==> config.mk <==
export PLATFORM = sky130hd
export DESIGN_NAME = positional_sequence_store_core
export DESIGN_NICKNAME = d
export VERILOG_FILES = /design/src/sv/pss_pkg.sv /design/src/sv/pss_ctrl.sv /design/src/sv/pss_dp.sv /design/src/sv/positional_sequence_store_core.sv
export VERILOG_INCLUDE_DIRS = /design/src /design/src/sv
export SDC_FILE = /design/constraint.sdc
export NUM_CORES = 1
export LEC_CHECK = 0
export ABC_AREA = 1
export BUFFER_PORTS_ARGS = -buffer_cell sky130_fd_sc_hd__clkbuf_2
export CORE_MARGIN = 3
export CORE_UTILIZATION = 50
export DETAILED_ROUTE_END_ITERATION = 6
export PLACE_DENSITY = 0.63
export SYNTH_ARGS = -nofsm -noshare
export SYNTH_HDL_FRONTEND = slang
export SYNTH_HIERARCHICAL = 1
export SYNTH_SLANG_ARGS = --single-unit
export TNS_END_PERCENT = 20
==> constraint.sdc <==
create_clock -name clk -period 7.2 [get_ports clk]
set_input_delay 1.44 -clock clk [delete_from_list [all_inputs] [get_ports clk]]
set_output_delay 1.44 -clock clk [all_outputs]
set_load 0.01 [all_outputs]
==> src/sv/positional_sequence_store_core_assert.svh <==
// Assertion macros for the positional sequence store.
// Every use expects signals named clk and rst_n in the enclosing module.
`ifndef POSITIONAL_SEQUENCE_STORE_CORE_ASSERT_SVH
`define POSITIONAL_SEQUENCE_STORE_CORE_ASSERT_SVH

`ifndef NO_ASSERTIONS

// Same-cycle implication.
`define PSS_ASSERT_IMP(lbl, ante, cons) \
  lbl: assert property (@(posedge clk) disable iff (!rst_n) (ante) |-> (cons)) \
    else $error("pss: same-cycle check failed");

// Next-cycle implication.
`define PSS_ASSERT_NXT(lbl, ante, cons) \
  lbl: assert property (@(posedge clk) disable iff (!rst_n) (ante) |=> (cons)) \
    else $error("pss: next-cycle check failed");

`else

`define PSS_ASSERT_IMP(lbl, ante, cons)
`define PSS_ASSERT_NXT(lbl, ante, cons)

`endif

`endif

==> src/sv/pss_pkg.sv <==
package pss_pkg;

  localparam int DEPTH = 16;
  localparam int IDX_W = $clog2(DEPTH);
  localparam int CNT_W = 5;
  localparam int VAL_W = 32;
  localparam int POS_W = 8;
  localparam int CMD_W = 3;

  typedef enum logic [CMD_W-1:0] {
    CMD_INS_FRONT = 3'd0,
    CMD_INS_END   = 3'd1,
    CMD_INS_POS   = 3'd2,
    CMD_DEL_FRONT = 3'd3,
    CMD_DEL_END   = 3'd4,
    CMD_DEL_POS   = 3'd5,
    CMD_READ_ALL  = 3'd6
  } cmd_t;

  typedef enum logic [1:0] {
    ST_OK     = 2'd0,
    ST_FULL   = 2'd1,
    ST_EMPTY  = 2'd2,
    ST_BADPOS = 2'd3
  } status_t;

  typedef enum logic {
    S_IDLE = 1'b0,
    S_READ = 1'b1
  } state_t;

  // controller -> datapath
  typedef struct packed {
    logic exec_edit;   // apply the change request on the input ports
    logic emit_empty;  // load the empty-readout result
    logic ptr_clr;     // restart the readout pointer
    logic emit_entry;  // load the entry under the pointer, advance it
  } ctl_t;

  // datapath -> controller
  typedef struct packed {
    logic out_free;    // output register can take a result this cycle
    logic count_zero;
    logic rd_last;     // pointer sits on the final entry
  } sts_t;

endpackage

==> src/sv/pss_ctrl.sv <==
`include "positional_sequence_store_core_assert.svh"

module pss_ctrl (
  input  logic                    clk,
  input  logic                    rst_n,
  input  logic                    in_valid,
  input  logic [pss_pkg::CMD_W-1:0] in_cmd,
  input  pss_pkg::sts_t           sts,
  output logic                    in_ready,
  output pss_pkg::ctl_t           ctl
);
  import pss_pkg::*;

  state_t state_r, state_nxt;
  logic   accept;

  always_ff @(posedge clk) begin
    if (!rst_n) begin
      state_r <= S_IDLE;
    end else begin
      state_r <= state_nxt;
    end
  end

  always_comb begin
    state_nxt = state_r;
    in_ready  = 1'b0;
    ctl       = '0;
    accept    = 1'b0;
    case (state_r)
      S_IDLE: begin
        in_ready = sts.out_free;
        accept   = in_valid && sts.out_free;
        if (accept) begin
          case (cmd_t'(in_cmd))
            CMD_INS_FRONT, CMD_INS_END, CMD_INS_POS,
            CMD_DEL_FRONT, CMD_DEL_END, CMD_DEL_POS: begin
              ctl.exec_edit = 1'b1;
            end
            CMD_READ_ALL: begin
              if (sts.count_zero) begin
                ctl.emit_empty = 1'b1;
              end else begin
                ctl.ptr_clr = 1'b1;
                state_nxt   = S_READ;
              end
            end
            default: begin
              // unused code: dropped without a result
            end
          endcase
        end
      end
      S_READ: begin
        if (sts.out_free) begin
          ctl.emit_entry = 1'b1;
          if (sts.rd_last) begin
            state_nxt = S_IDLE;
          end
        end
      end
      default: begin
        state_nxt = S_IDLE;
      end
    endcase
  end

  `PSS_ASSERT_NXT(a_read_starts, accept && (in_cmd == CMD_READ_ALL) && !sts.count_zero, state_r == S_READ)
  `PSS_ASSERT_NXT(a_read_ends, (state_r == S_READ) && sts.out_free && sts.rd_last, state_r == S_IDLE)
  `PSS_ASSERT_IMP(a_read_nonempty, state_r == S_READ, !sts.count_zero)

endmodule

==> src/sv/pss_dp.sv <==
`include "positional_sequence_store_core_assert.svh"

module pss_dp (
  input  logic                              clk,
  input  logic                              rst_n,
  input  pss_pkg::ctl_t                     ctl,
  input  logic [pss_pkg::CMD_W-1:0]         in_cmd,
  input  logic signed [pss_pkg::VAL_W-1:0]  in_value,
  input  logic [pss_pkg::POS_W-1:0]         in_position,
  input  logic                              out_ready,
  output pss_pkg::sts_t                     sts,
  output logic                              out_valid,
  output logic [1:0]                        out_status,
  output logic signed [pss_pkg::VAL_W-1:0]  out_read_value,
  output logic [pss_pkg::CNT_W-1:0]         out_count_now,
  output logic                              out_last
);
  import pss_pkg::*;

  // cell chain, front at index 0; contents undefined until written
  logic signed [VAL_W-1:0] cells_r [DEPTH];
  logic signed [VAL_W-1:0] cells_nxt [DEPTH];
  logic [CNT_W-1:0]        count_r, count_nxt;
  logic [IDX_W-1:0]        ptr_r, ptr_nxt;

  logic                    out_valid_r, out_valid_nxt;
  status_t                 out_status_r, out_status_nxt;
  logic signed [VAL_W-1:0] out_value_r, out_value_nxt;
  logic [CNT_W-1:0]        out_count_r, out_count_nxt;
  logic                    out_last_r, out_last_nxt;

  logic                    full, empty;
  logic [POS_W:0]          pos_w, cnt_w;
  logic                    pos_ins_ok, pos_del_ok;
  logic                    do_ins, do_del;
  logic [POS_W-1:0]        idx;
  status_t                 edit_st;

  assign full  = (count_r == CNT_W'(DEPTH));
  assign empty = (count_r == '0);
  assign pos_w = {1'b0, in_position};
  assign cnt_w = (POS_W+1)'(count_r);
  assign pos_ins_ok = (in_position != '0) && (pos_w <= cnt_w + 1'b1);
  assign pos_del_ok = (in_position != '0) && (pos_w <= cnt_w);

  // legality, status and slot index of a change request
  always_comb begin
    do_ins  = 1'b0;
    do_del  = 1'b0;
    idx     = '0;
    edit_st = ST_OK;
    case (cmd_t'(in_cmd))
      CMD_INS_FRONT: begin
        if (full) edit_st = ST_FULL;
        else do_ins = 1'b1;
      end
      CMD_INS_END: begin
        idx = POS_W'(count_r);
        if (full) edit_st = ST_FULL;
        else do_ins = 1'b1;
      end
      CMD_INS_POS: begin
        idx = in_position - 1'b1;
        if (!pos_ins_ok) edit_st = ST_BADPOS;
        else if (full) edit_st = ST_FULL;
        else do_ins = 1'b1;
      end
      CMD_DEL_FRONT: begin
        if (empty) edit_st = ST_EMPTY;
        else do_del = 1'b1;
      end
      CMD_DEL_END: begin
        idx = POS_W'(count_r) - 1'b1;
        if (empty) edit_st = ST_EMPTY;
        else do_del = 1'b1;
      end
      CMD_DEL_POS: begin
        idx = in_position - 1'b1;
        if (empty) edit_st = ST_EMPTY;
        else if (!pos_del_ok) edit_st = ST_BADPOS;
        else do_del = 1'b1;
      end
      default: begin
        edit_st = ST_OK;
      end
    endcase
    if (!ctl.exec_edit) begin
      do_ins = 1'b0;
      do_del = 1'b0;
    end
  end

  // each cell picks its neighbour, the new value or itself
  always_comb begin
    for (int i = 0; i < DEPTH; i++) begin
      cells_nxt[i] = cells_r[i];
      if (do_ins) begin
        if (POS_W'(i) > idx) cells_nxt[i] = cells_r[(i == 0) ? 0 : i - 1];
        else if (POS_W'(i) == idx) cells_nxt[i] = in_value;
      end else if (do_del) begin
        if (POS_W'(i) >= idx) cells_nxt[i] = cells_r[(i == DEPTH - 1) ? i : i + 1];
      end
    end
  end

  always_comb begin
    count_nxt = count_r;
    if (do_ins) count_nxt = count_r + 1'b1;
    else if (do_del) count_nxt = count_r - 1'b1;
  end

  always_comb begin
    ptr_nxt = ptr_r;
    if (ctl.ptr_clr) ptr_nxt = '0;
    else if (ctl.emit_entry) ptr_nxt = ptr_r + 1'b1;
  end

  assign sts.out_free   = !out_valid_r || out_ready;
  assign sts.count_zero = empty;
  assign sts.rd_last    = (CNT_W'(ptr_r) + 1'b1 == count_r);

  always_comb begin
    out_valid_nxt  = out_valid_r && !out_ready;
    out_status_nxt = out_status_r;
    out_value_nxt  = out_value_r;
    out_count_nxt  = out_count_r;
    out_last_nxt   = out_last_r;
    if (ctl.exec_edit) begin
      out_valid_nxt  = 1'b1;
      out_status_nxt = edit_st;
      out_value_nxt  = '0;
      out_count_nxt  = count_nxt;
      out_last_nxt   = 1'b1;
    end else if (ctl.emit_empty) begin
      out_valid_nxt  = 1'b1;
      out_status_nxt = ST_EMPTY;
      out_value_nxt  = '0;
      out_count_nxt  = '0;
      out_last_nxt   = 1'b1;
    end else if (ctl.emit_entry) begin
      out_valid_nxt  = 1'b1;
      out_status_nxt = ST_OK;
      out_value_nxt  = cells_r[ptr_r];
      out_count_nxt  = count_r;
      out_last_nxt   = sts.rd_last;
    end
  end

  always_ff @(posedge clk) begin
    if (!rst_n) begin
      count_r     <= '0;
      out_valid_r <= 1'b0;
    end else begin
      count_r     <= count_nxt;
      out_valid_r <= out_valid_nxt;
    end
  end

  always_ff @(posedge clk) begin
    for (int i = 0; i < DEPTH; i++) begin
      cells_r[i] <= cells_nxt[i];
    end
    ptr_r        <= ptr_nxt;
    out_status_r <= out_status_nxt;
    out_value_r  <= out_value_nxt;
    out_count_r  <= out_count_nxt;
    out_last_r   <= out_last_nxt;
  end

  assign out_valid      = out_valid_r;
  assign out_status     = out_status_r;
  assign out_read_value = out_value_r;
  assign out_count_now  = out_count_r;
  assign out_last       = out_last_r;

  `PSS_ASSERT_IMP(a_count_bound, 1'b1, count_r <= CNT_W'(DEPTH))
  `PSS_ASSERT_NXT(a_count_held, !ctl.exec_edit, $stable(count_r))
  `PSS_ASSERT_NXT(a_ptr_steps, ctl.emit_entry && !sts.rd_last, ptr_r == $past(ptr_r) + 1'b1)

endmodule

==> src/sv/positional_sequence_store_core.sv <==
// Positional sequence store: an ordered list of up to pss_pkg::DEPTH (16) signed
// 32-bit values held in a chain of registers, front first. Each request on the
// in_ channel inserts at the front, the end or a 1-based position, deletes the
// front, end or positional entry, or reads the whole list out. A change request
// gives one result (status ok / full / empty / bad position, count_now after the
// change, last set): every cell picks its neighbour, the new
// value or itself at once, and the result goes straight into the output
// register, so change requests flow one per cycle while out_ready is high. A
// readout gives one result per entry, front first, with last on the final one,
// one per cycle while out_ready is high, from a single read pointer; an empty
// list reads out as a single result with status empty. During a readout no new
// request is taken. Command code 7 is taken and dropped with no result. There
// is no clearing pass after reset: the count clears at once, and cells are
// only read below it.
module positional_sequence_store_core (
  input  logic                              clk,
  input  logic                              rst_n,
  // request channel
  input  logic                              in_valid,
  output logic                              in_ready,
  input  logic [pss_pkg::CMD_W-1:0]         in_cmd,
  input  logic signed [pss_pkg::VAL_W-1:0]  in_value,
  input  logic [pss_pkg::POS_W-1:0]         in_position,
  // result channel
  output logic                              out_valid,
  input  logic                              out_ready,
  output logic [1:0]                        out_status,
  output logic signed [pss_pkg::VAL_W-1:0]  out_read_value,
  output logic [pss_pkg::CNT_W-1:0]         out_count_now,
  output logic                              out_last
);
  import pss_pkg::*;

  ctl_t ctl;
  sts_t sts;

  // sequencing: accepts requests, steps through readouts
  pss_ctrl u_ctrl (
    .clk      (clk),
    .rst_n    (rst_n),
    .in_valid (in_valid),
    .in_cmd   (in_cmd),
    .sts      (sts),
    .in_ready (in_ready),
    .ctl      (ctl)
  );

  // cell chain, count, read pointer and output register
  pss_dp u_dp (
    .clk            (clk),
    .rst_n          (rst_n),
    .ctl            (ctl),
    .in_cmd         (in_cmd),
    .in_value       (in_value),
    .in_position    (in_position),
    .out_ready      (out_ready),
    .sts            (sts),
    .out_valid      (out_valid),
    .out_status     (out_status),
    .out_read_value (out_read_value),
    .out_count_now  (out_count_now),
    .out_last       (out_last)
  );

endmodule

# ---- Yosys cells after proc, flatten, opt, wreduce, memory -nomap -nowiden
# Memory sizes are Yosys's and may differ from the RTL's. A register that Yosys moved wholly into a read port is not among the register bits.
# Cells that the tools add are included.
dict set report word_totals {
  ff_bits 19
  latchBits 0
  mem_bits_rw 512
  rom_bits 0
  out_inout_bits 42
  wordCells 207
  n_memories 1
}
dict set report classes {
  n_addsub 7
  multipliers 0
  div 0
  order_cmp 33
  eq_ne 23
  shift 0
  mux 118
  bitwise_logic 1
  n_reduce_logical 17
}
# name depth width read_ports rd_ports_with_merged_regs wr line
set memory_table {}
lappend memory_table {u_dp.cells_r 16 32 17 1 16 pss_dp.sv:21} ;# logic signed [VAL_W-1:0] cells_r [DEPTH];
# operator n
set op_table {}
lappend op_table {{2-to-1 mux 32 bit} 78}
lappend op_table {{equality test 4 x 8 -> 1 bit, first input constant} 8}
lappend op_table {{greater-than comparator 4 x 8 -> 1 bit, first input constant} 8}
lappend op_table {{>= comparator 4 x 8 -> 1 bit, first input constant} 7}
lappend op_table {{equality test 3 x 8 -> 1 bit, first input constant} 4}
lappend op_table {{>= comparator 3 x 8 -> 1 bit, first input constant} 4}
lappend op_table {{greater-than comparator 3 x 8 -> 1 bit, first input constant} 4}
lappend op_table {{2-to-1 mux 5 bit} 5}
lappend op_table {{one-hot mux 8 bit (3 select lines)} 1}
lappend op_table {{2-to-1 mux 1 bit} 20}
lappend op_table {{equality test 2 x 8 -> 1 bit, first input constant} 2}
lappend op_table {{>= comparator 1 x 8 -> 1 bit, first input constant} 2}
lappend op_table {{>= comparator 2 x 8 -> 1 bit, first input constant} 2}
lappend op_table {{greater-than comparator 1 x 8 -> 1 bit, first input constant} 2}
lappend op_table {{greater-than comparator 2 x 8 -> 1 bit, first input constant} 2}
lappend op_table {{2-to-1 mux 2 bit} 8}
lappend op_table {{equality test 3 bit, second input constant} 3}
lappend op_table {{<= comparator 8 x 9 -> 1 bit} 1}
lappend op_table {{equality test 1 x 8 -> 1 bit, first input constant} 1}
lappend op_table {{<= comparator 8 x 5 -> 1 bit} 1}
lappend op_table {{zero test 8 bit} 1}
lappend op_table {{one-hot mux 2 bit (4 select lines)} 1}
lappend op_table {{nonzero test 8 bit} 1}
lappend op_table {{OR reduction 2 bit} 4}
lappend op_table {{other kinds (21)} 29}

# ---- Longest topological paths before layout
# Gate-level depths: netlist of run 1.
dict set report logic_depth {
  ltp_word 9
  ltp_mapped 20
  ltp_nobuf 19
}

# ---- Modules after synthesis
# Netlist of run 1, hierarchy kept.
# mod instances cells_per_inst area_per_inst_um2
set modules_own_cells {}
lappend modules_own_cells {pss_dp 1 4762 34655.7}
lappend modules_own_cells {pss_ctrl 1 19 107.6}

# ---- Worst setup path before layout of run 1
# Ideal clock, no wire load.
dict set report synth_path {
  path_type {input to register}
  startpoint {input port in_position[0] in the netlist's numbering}
  endpoint {memory u_dp.cells_r[2][0], enable pin}
  setup_ps 461
  t_arrival_ps 5326
  required_time_ps 6739
  slack_ps 1413
  cell_stages 16
  cell_sequence {inv_1 > ha_1 > inv_1 > nor2_2 > nand2_1 > nor2_1 > nand2_1 > nand3_1 > nand2_1 > nor2_2 > nand2_4 > inv_4 > nand2_1 > buf_6 > buf_2 > nor3_1}
}
# element line
set synth_rtl {}
lappend synth_rtl {{from (decl)} positional_sequence_store_core.sv:23} ;# input logic [pss_pkg::POS_W-1:0] in_position,
lappend synth_rtl {{to (decl)} pss_dp.sv:21}

==> results of run 1 <==
==> area by class of cell <==
cell class	instances	share of cell area
Multi-Input combinational cell	3476	0.411
Inverter	385	0.0386
Clock inverter	25	0.00663
Timing Repair Buffer	131	0.0225
Tap cell	931	0.0309
Sequential cell	563	0.436
Clock buffer	100	0.0538
==> state kept, by name (all words and copies together), names as in the netlist <==
name / flops
u_ctrl/state_r: 1
u_dp/cells_r: 512
u_dp/count_r: 5
u_dp/out_count_now: 5
u_dp/out_last: 1
u_dp/out_read_value: 32
u_dp/out_status: 2
u_dp/out_valid: 1
u_dp/ptr_r: 4
==> report_power, final <==
| group | total, mW | internal, mW | leakage [nW] | switching (mW) |
|---|---|---|---|---|
| sequential | 3.77 | 3.63 | 5.04 | 0.142 |
| clock | 3.54 | 2.11 | 1.12 | 1.43 |
| combinational | 3.35 | 0.860 | 10.5 | 2.49 |
==> metrics by stage <==
step                      std cells  hold slack (ns)  setup WS, ns   util
after detailed placement       5486            0.453          1.72  0.516
after floorplan                4781            0.500          1.41      -
after global routing           5611            0.487          2.02  0.550
after global placement         5486            0.446          1.74  0.516
after CTS                      5611            0.467          2.34  0.550
final                          5611            0.464          2.27  0.550
==> logic make-up (layout without fill, tap and decap cells) <==
group	count (synthesis)	in the layout	synth area share
xor+xnor	10	10	0.00252
fa+ha+maj	15	15	0.00540
buf+inv	742	641	0.0856
flops	563	563	0.474
compound gates	813	813	0.127
simple gates	2638	2638	0.306
==> layer usage <==
metal  vias to the layer above  wire [um]  track usage
met5                         -          7            0
met1                     14500      51700        0.476
met2                      1687      44900        0.417
li1                      15400          -            -
met4                         2       1910       0.0692
met3                       134      13200       0.0596
==> cells in the mapped netlist, drive strengths merged (3+ instances only) <==
master and instances:
xnor2 3, a32o 32, edfxtp 519, clkbuf 188, xor2 7, a211oi 3, dfxtp 44, nand3 472
inv 384, nor2 190, o211ai 33, nand2 1960, buf 169, o21ai 505, nor3 6, nand4 6
o21bai 31, a21oi 209, ha 15
==> final timing paths <==
check / endpoint / slack [ns] / cells past startpoint
hold / removal: u_dp/out_read_value[0] / 0.46 / 1
hold reg to reg: u_dp/out_read_value[0] / 0.46 / 1
setup reg to reg: u_dp/cells_r[1][17] / 2.79 / 15
setup / recovery: u_dp/cells_r[4][11] / 2.27 / 15
==> qor.yml, run 1 <==
status: "finished, final reports clean"
clk_latency_ns: 0.61
cts_resized: 0
slowest_delay_ns: 0.99
nets: 4687
vias_per_cell: 5.66
power_leakage_nw: 16.6
drive_gt1_frac: 0.0665
grt_pass1_wl_um: 173000
grt_use_total: 0.300
ys_warn_count: 6
cp_cell_sequence: "clkbuf_2 -> inv_1 -> ha_1 -> inv_1 -> nor2_2 -> nand2_1 -> nor2_1 -> nand2_1 -> nand3_1 -> nand2_1 -> nor2_2 -> nand2_4 -> inv_4 -> nand2_2 -> nor2_4"
die-width_um: 270
rsz0062_at_grt: "no"
post-route-drc-count: 0
wl_per_cell_um: 19.9
async_flop_share: 0
stdcell_area_sq_mm: 0.0378
hold_path.startpoint: "u_dp/out_read_value[0]"
drt_iter0_drc: 4718
cts_hold_buf: 0
tns_ns: 0
final_cell_mix: "1,951 x nand2_1, 519 x edfxtp_1, 494 x o21ai_0"
ys_ff_latch: 563
fillers: 6687
netlist.area_leader.share: 0.448
antenna_cells: 0
syn_inst: 4781
crit_type: "primary input to flop"
gr-total-overflow: 0
critPathLaunchType: "primary input"
path_max_fanout: 45
end_kind: "flop"
clock-sinks: 563
cts_buffers: 68
p_total_mw: 10.7
die-area_sq_mm: 0.0727
slew_headroom: 0.170
seqCellArea_sq_mm: 0.0165
crit_path_top_delay_cell: "nor2_4"
finalHoldViolCount: 0
path_buf_inv: 4
timing.rr.start: "u_dp/count_r[2]"
pin_count: 89
post_synth.cell_area_avg_sq_um: 7.27
synth-edff-count: 519
firstDrtPassIters: 6
fmax_mhz: 203
tightestPinTransition_ns: 1.24
grt_max_degree: 202
hp-class: "flop to flop"
finalSetupViolCount: 0
synth_flop_cell: "edfxtp_1"
hpwl_um: 72800
vias: 31700
root_buffer: "clkbuf_16"
grt_pass1_vias: 28300
core_sq_mm: 0.0687
synth_nets: 4843
final_common_cell: "nand2_1"
period_share: 0.684
multi_input_area_sq_mm: 0.0155
worstPathArrival_ns: 5.14
clk_path_buf_depth: 3
die_y_um: 270
peakVddDrop_mv: 0.322
cp_top_family: "simple AND/OR/NAND/NOR gates"
h-tree-depth: 3
synth_area_sq_mm: 0.0348
grt_antenna_before_repair: 1
fin_crit_ns: 4.93
antenna_left: 0
synth_area_leaders: "edfxtp_1 45%, nand2_1 21%, o21ai_0 7.1%"
gp_congestion: 0.880
crit_top_cell: "nand2_1"
path_clk_slew_ns: 0.06
cts_setup_buffers: 0
wirelength_um: 112000
cp.required_ns: 7.41
clock_skew_ns: 0.0259
portBuffers: 88
dpl-instance-area_sq_mm: 0.0355
initial_core_util: 0.506
synth_area_leader_cell: "edfxtp_1"
ys_types: 39
yosysSeqAreaShare: 0.474
power.density_mw_per_mm2: 282
finalMaxSlewViolations: 0
cts_tree: "done"
area.growth.synth_to_final_pct: 8.61
rows: 96
cp-startpoint: "in_position[0]"
maxCapViolations: 0
No activity file was read; power rests on OpenSTA's default activity.
==> inputs of run 2 (changes only) <==
Settings changed: PLACE_DENSITY 0.63 to 0.66.
Clock period 7.2 ns to 4 ns, I/O delays scaled along.
==> run 2 against run 1 <==
The run now ends with design-rule violations left. Register-to-register slack got worse by 2.4 ns. Clock power increased by 64%. Sequential share of layout area decreased by 0.82 points. Worst setup slack got worse by 1.8 ns. Routed wire length increased by 2.5%. Die area unchanged. Via count increased by 2.6%. Non-clock buffer count increased by 81. Utilization increased by 1.1 points. Largest power group unchanged. Highest routed layer is now met4.
==> qor.yml, run 2 (synthesis results as in run 1) <==
rsz0062_at_grt: "no"
fin_crit_ns: 3.58
firstDrtPassIters: 7
gr-total-overflow: 0
drt_iter0_drc: 4815
hpwl_um: 74700
nets: 4766
final_common_cell: "nand2_1"
grt_pass1_vias: 29200
grt_pass1_wl_um: 177000
place_inst: 5567
clk_latency_ns: 0.61
min_path_cells: 3
layout.cells.non_filler: 5681
cts_tree: "done"
critPathLaunchType: "flop"
pin_count: 89
crit_type: "flop to flop"
largest_register_ffs: 512
wl_per_cell_um: 20.1
antenna_left: 0
period_share: 0.894
cts_setup_buffers: 0
path_clk_slew_ns: 0.06
final_cell_mix: "1,953 x nand2_1, 519 x edfxtp_1, 494 x o21ai_0"
antenna_cells: 0
hp-class: "primary input to flop"
cts_hold_buf: 0
violations: "design-rule violations"
peakVddDrop_mv: 0.481
p_total_mw: 18.8
final_util: 0.560
root_buffer: "clkbuf_16"
power_leakage_nw: 17.0
die_y_um: 270
rows: 96
vias: 32500
finalHoldViolCount: 0
maxCapViolations: 0
end_kind: "flop"
cts_resized: 0
grt_use_total: 0.308
gp_congestion: 0.876
finalMaxSlewViolations: 0
status: "finished, violations left"
path_max_fanout: 67
wirelength_um: 114000
largest-register: "u_dp/cells_r"
clock-sinks: 563
initial_core_util: 0.506
r2r_cells: 17
post-route-drc-count: 2
cts_buffers: 66
tns_ns: 0
grt_max_degree: 148
cp.required_ns: 4.46
drive_gt1_frac: 0.0792
power.density_mw_per_mm2: 490
worstPathArrival_ns: 4.03
finalSetupViolCount: 0
clock_skew_ns: 0.0217
die-area_sq_mm: 0.0727
clk_path_buf_depth: 3
portBuffers: 88
fmax_mhz: 280
tightestPinTransition_ns: 1.20
vias_per_cell: 5.73
h-tree-depth: 3
core_sq_mm: 0.0687
grt_antenna_before_repair: 1
hold_ws_ns: 0.433
area.growth.synth_to_final_pct: 10.7
slew_headroom: 0.198
die-width_um: 270
[run 2: changes by cell type in the layout (fill, tap and decap cells not counted), moves of 2 or more]
cell	change
bufinv_16	-4
clkbuf_16	-3
clkinv_2	-3
nand2_1	+2
clkbuf_8	-3
nand2_2	-2
clkinvlp_4	+2
buf_12	+31
buf_4	+50
clkinv_1	+3
clkinv_8	-2
[run 2: layer usage]
metal | GRT usage | wire [um]
met4 | 0.0915 | 2820
met1 | 0.470 | 50500
met3 | 0.0650 | 13500
met2 | 0.436 | 47600
met5 | 0 | 0
[run 2: worst paths after layout]
| kind | start | endpoint | slack (ns) |
|---|---|---|---|
| hold / removal | rst_n | u_ctrl/state_r | 0.43 |
| hold reg to reg | u_dp/out_read_value[17] | u_dp/out_read_value[17] | 0.47 |
| setup / recovery | u_dp/count_r[0] | u_dp/cells_r[14][3] | 0.42 |
| setup reg to reg | u_dp/count_r[0] | u_dp/cells_r[14][3] | 0.42 |
[run 2: through the flow]
stage | setup slack, ns | instance area, sq um
4_1_cts | 0.466 | 38500
5_1_grt | 0.0908 | 38500
6_report | 0.424 | 38500
2_1_floorplan | -0.334 | 34800
3_5_place_dp | 0.351 | 36500
3_3_place_gp | 0.455 | 36500
[run 2: cell type report]
class / count / area, sq um
clock buffers: 94 / 1910
clock inverters: 20 / 100
fillers: 6491 / 30200
inverters: 385 / 1460
multi-input cells: 3476 / 15500
flip-flops and latches: 563 / 16500
well taps: 931 / 1160
repair buffers: 212 / 1850
[run 2: worst max-delay path, cell delays in order (launching register included)]
cell	delay, ns
dfxtp_1	0.52
ha_1	0.24
nand3_1	0.08
xor2_1	0.13
inv_1	0.08
ha_1	0.29
nand2_1	0.06
nor2_1	0.13
nand4_1	0.11
nand3_1	0.09
nand2_1	0.06
nand2_1	0.10
nand2_1	0.10
nand2_4	0.10
buf_12	0.32
buf_4	0.68
nand2_1	0.13
nand2_1	0.13
[run 2: power by group]
| part | switching, mW | internal (mW) | total (mW) |
|---|---|---|---|
| Clock | 2.48 | 3.32 | 5.80 |
| Sequential | 0.243 | 6.54 | 6.78 |
| Combinational | 4.54 | 1.73 | 6.27 |
| Total | 7.26 | 11.6 | 18.8 |
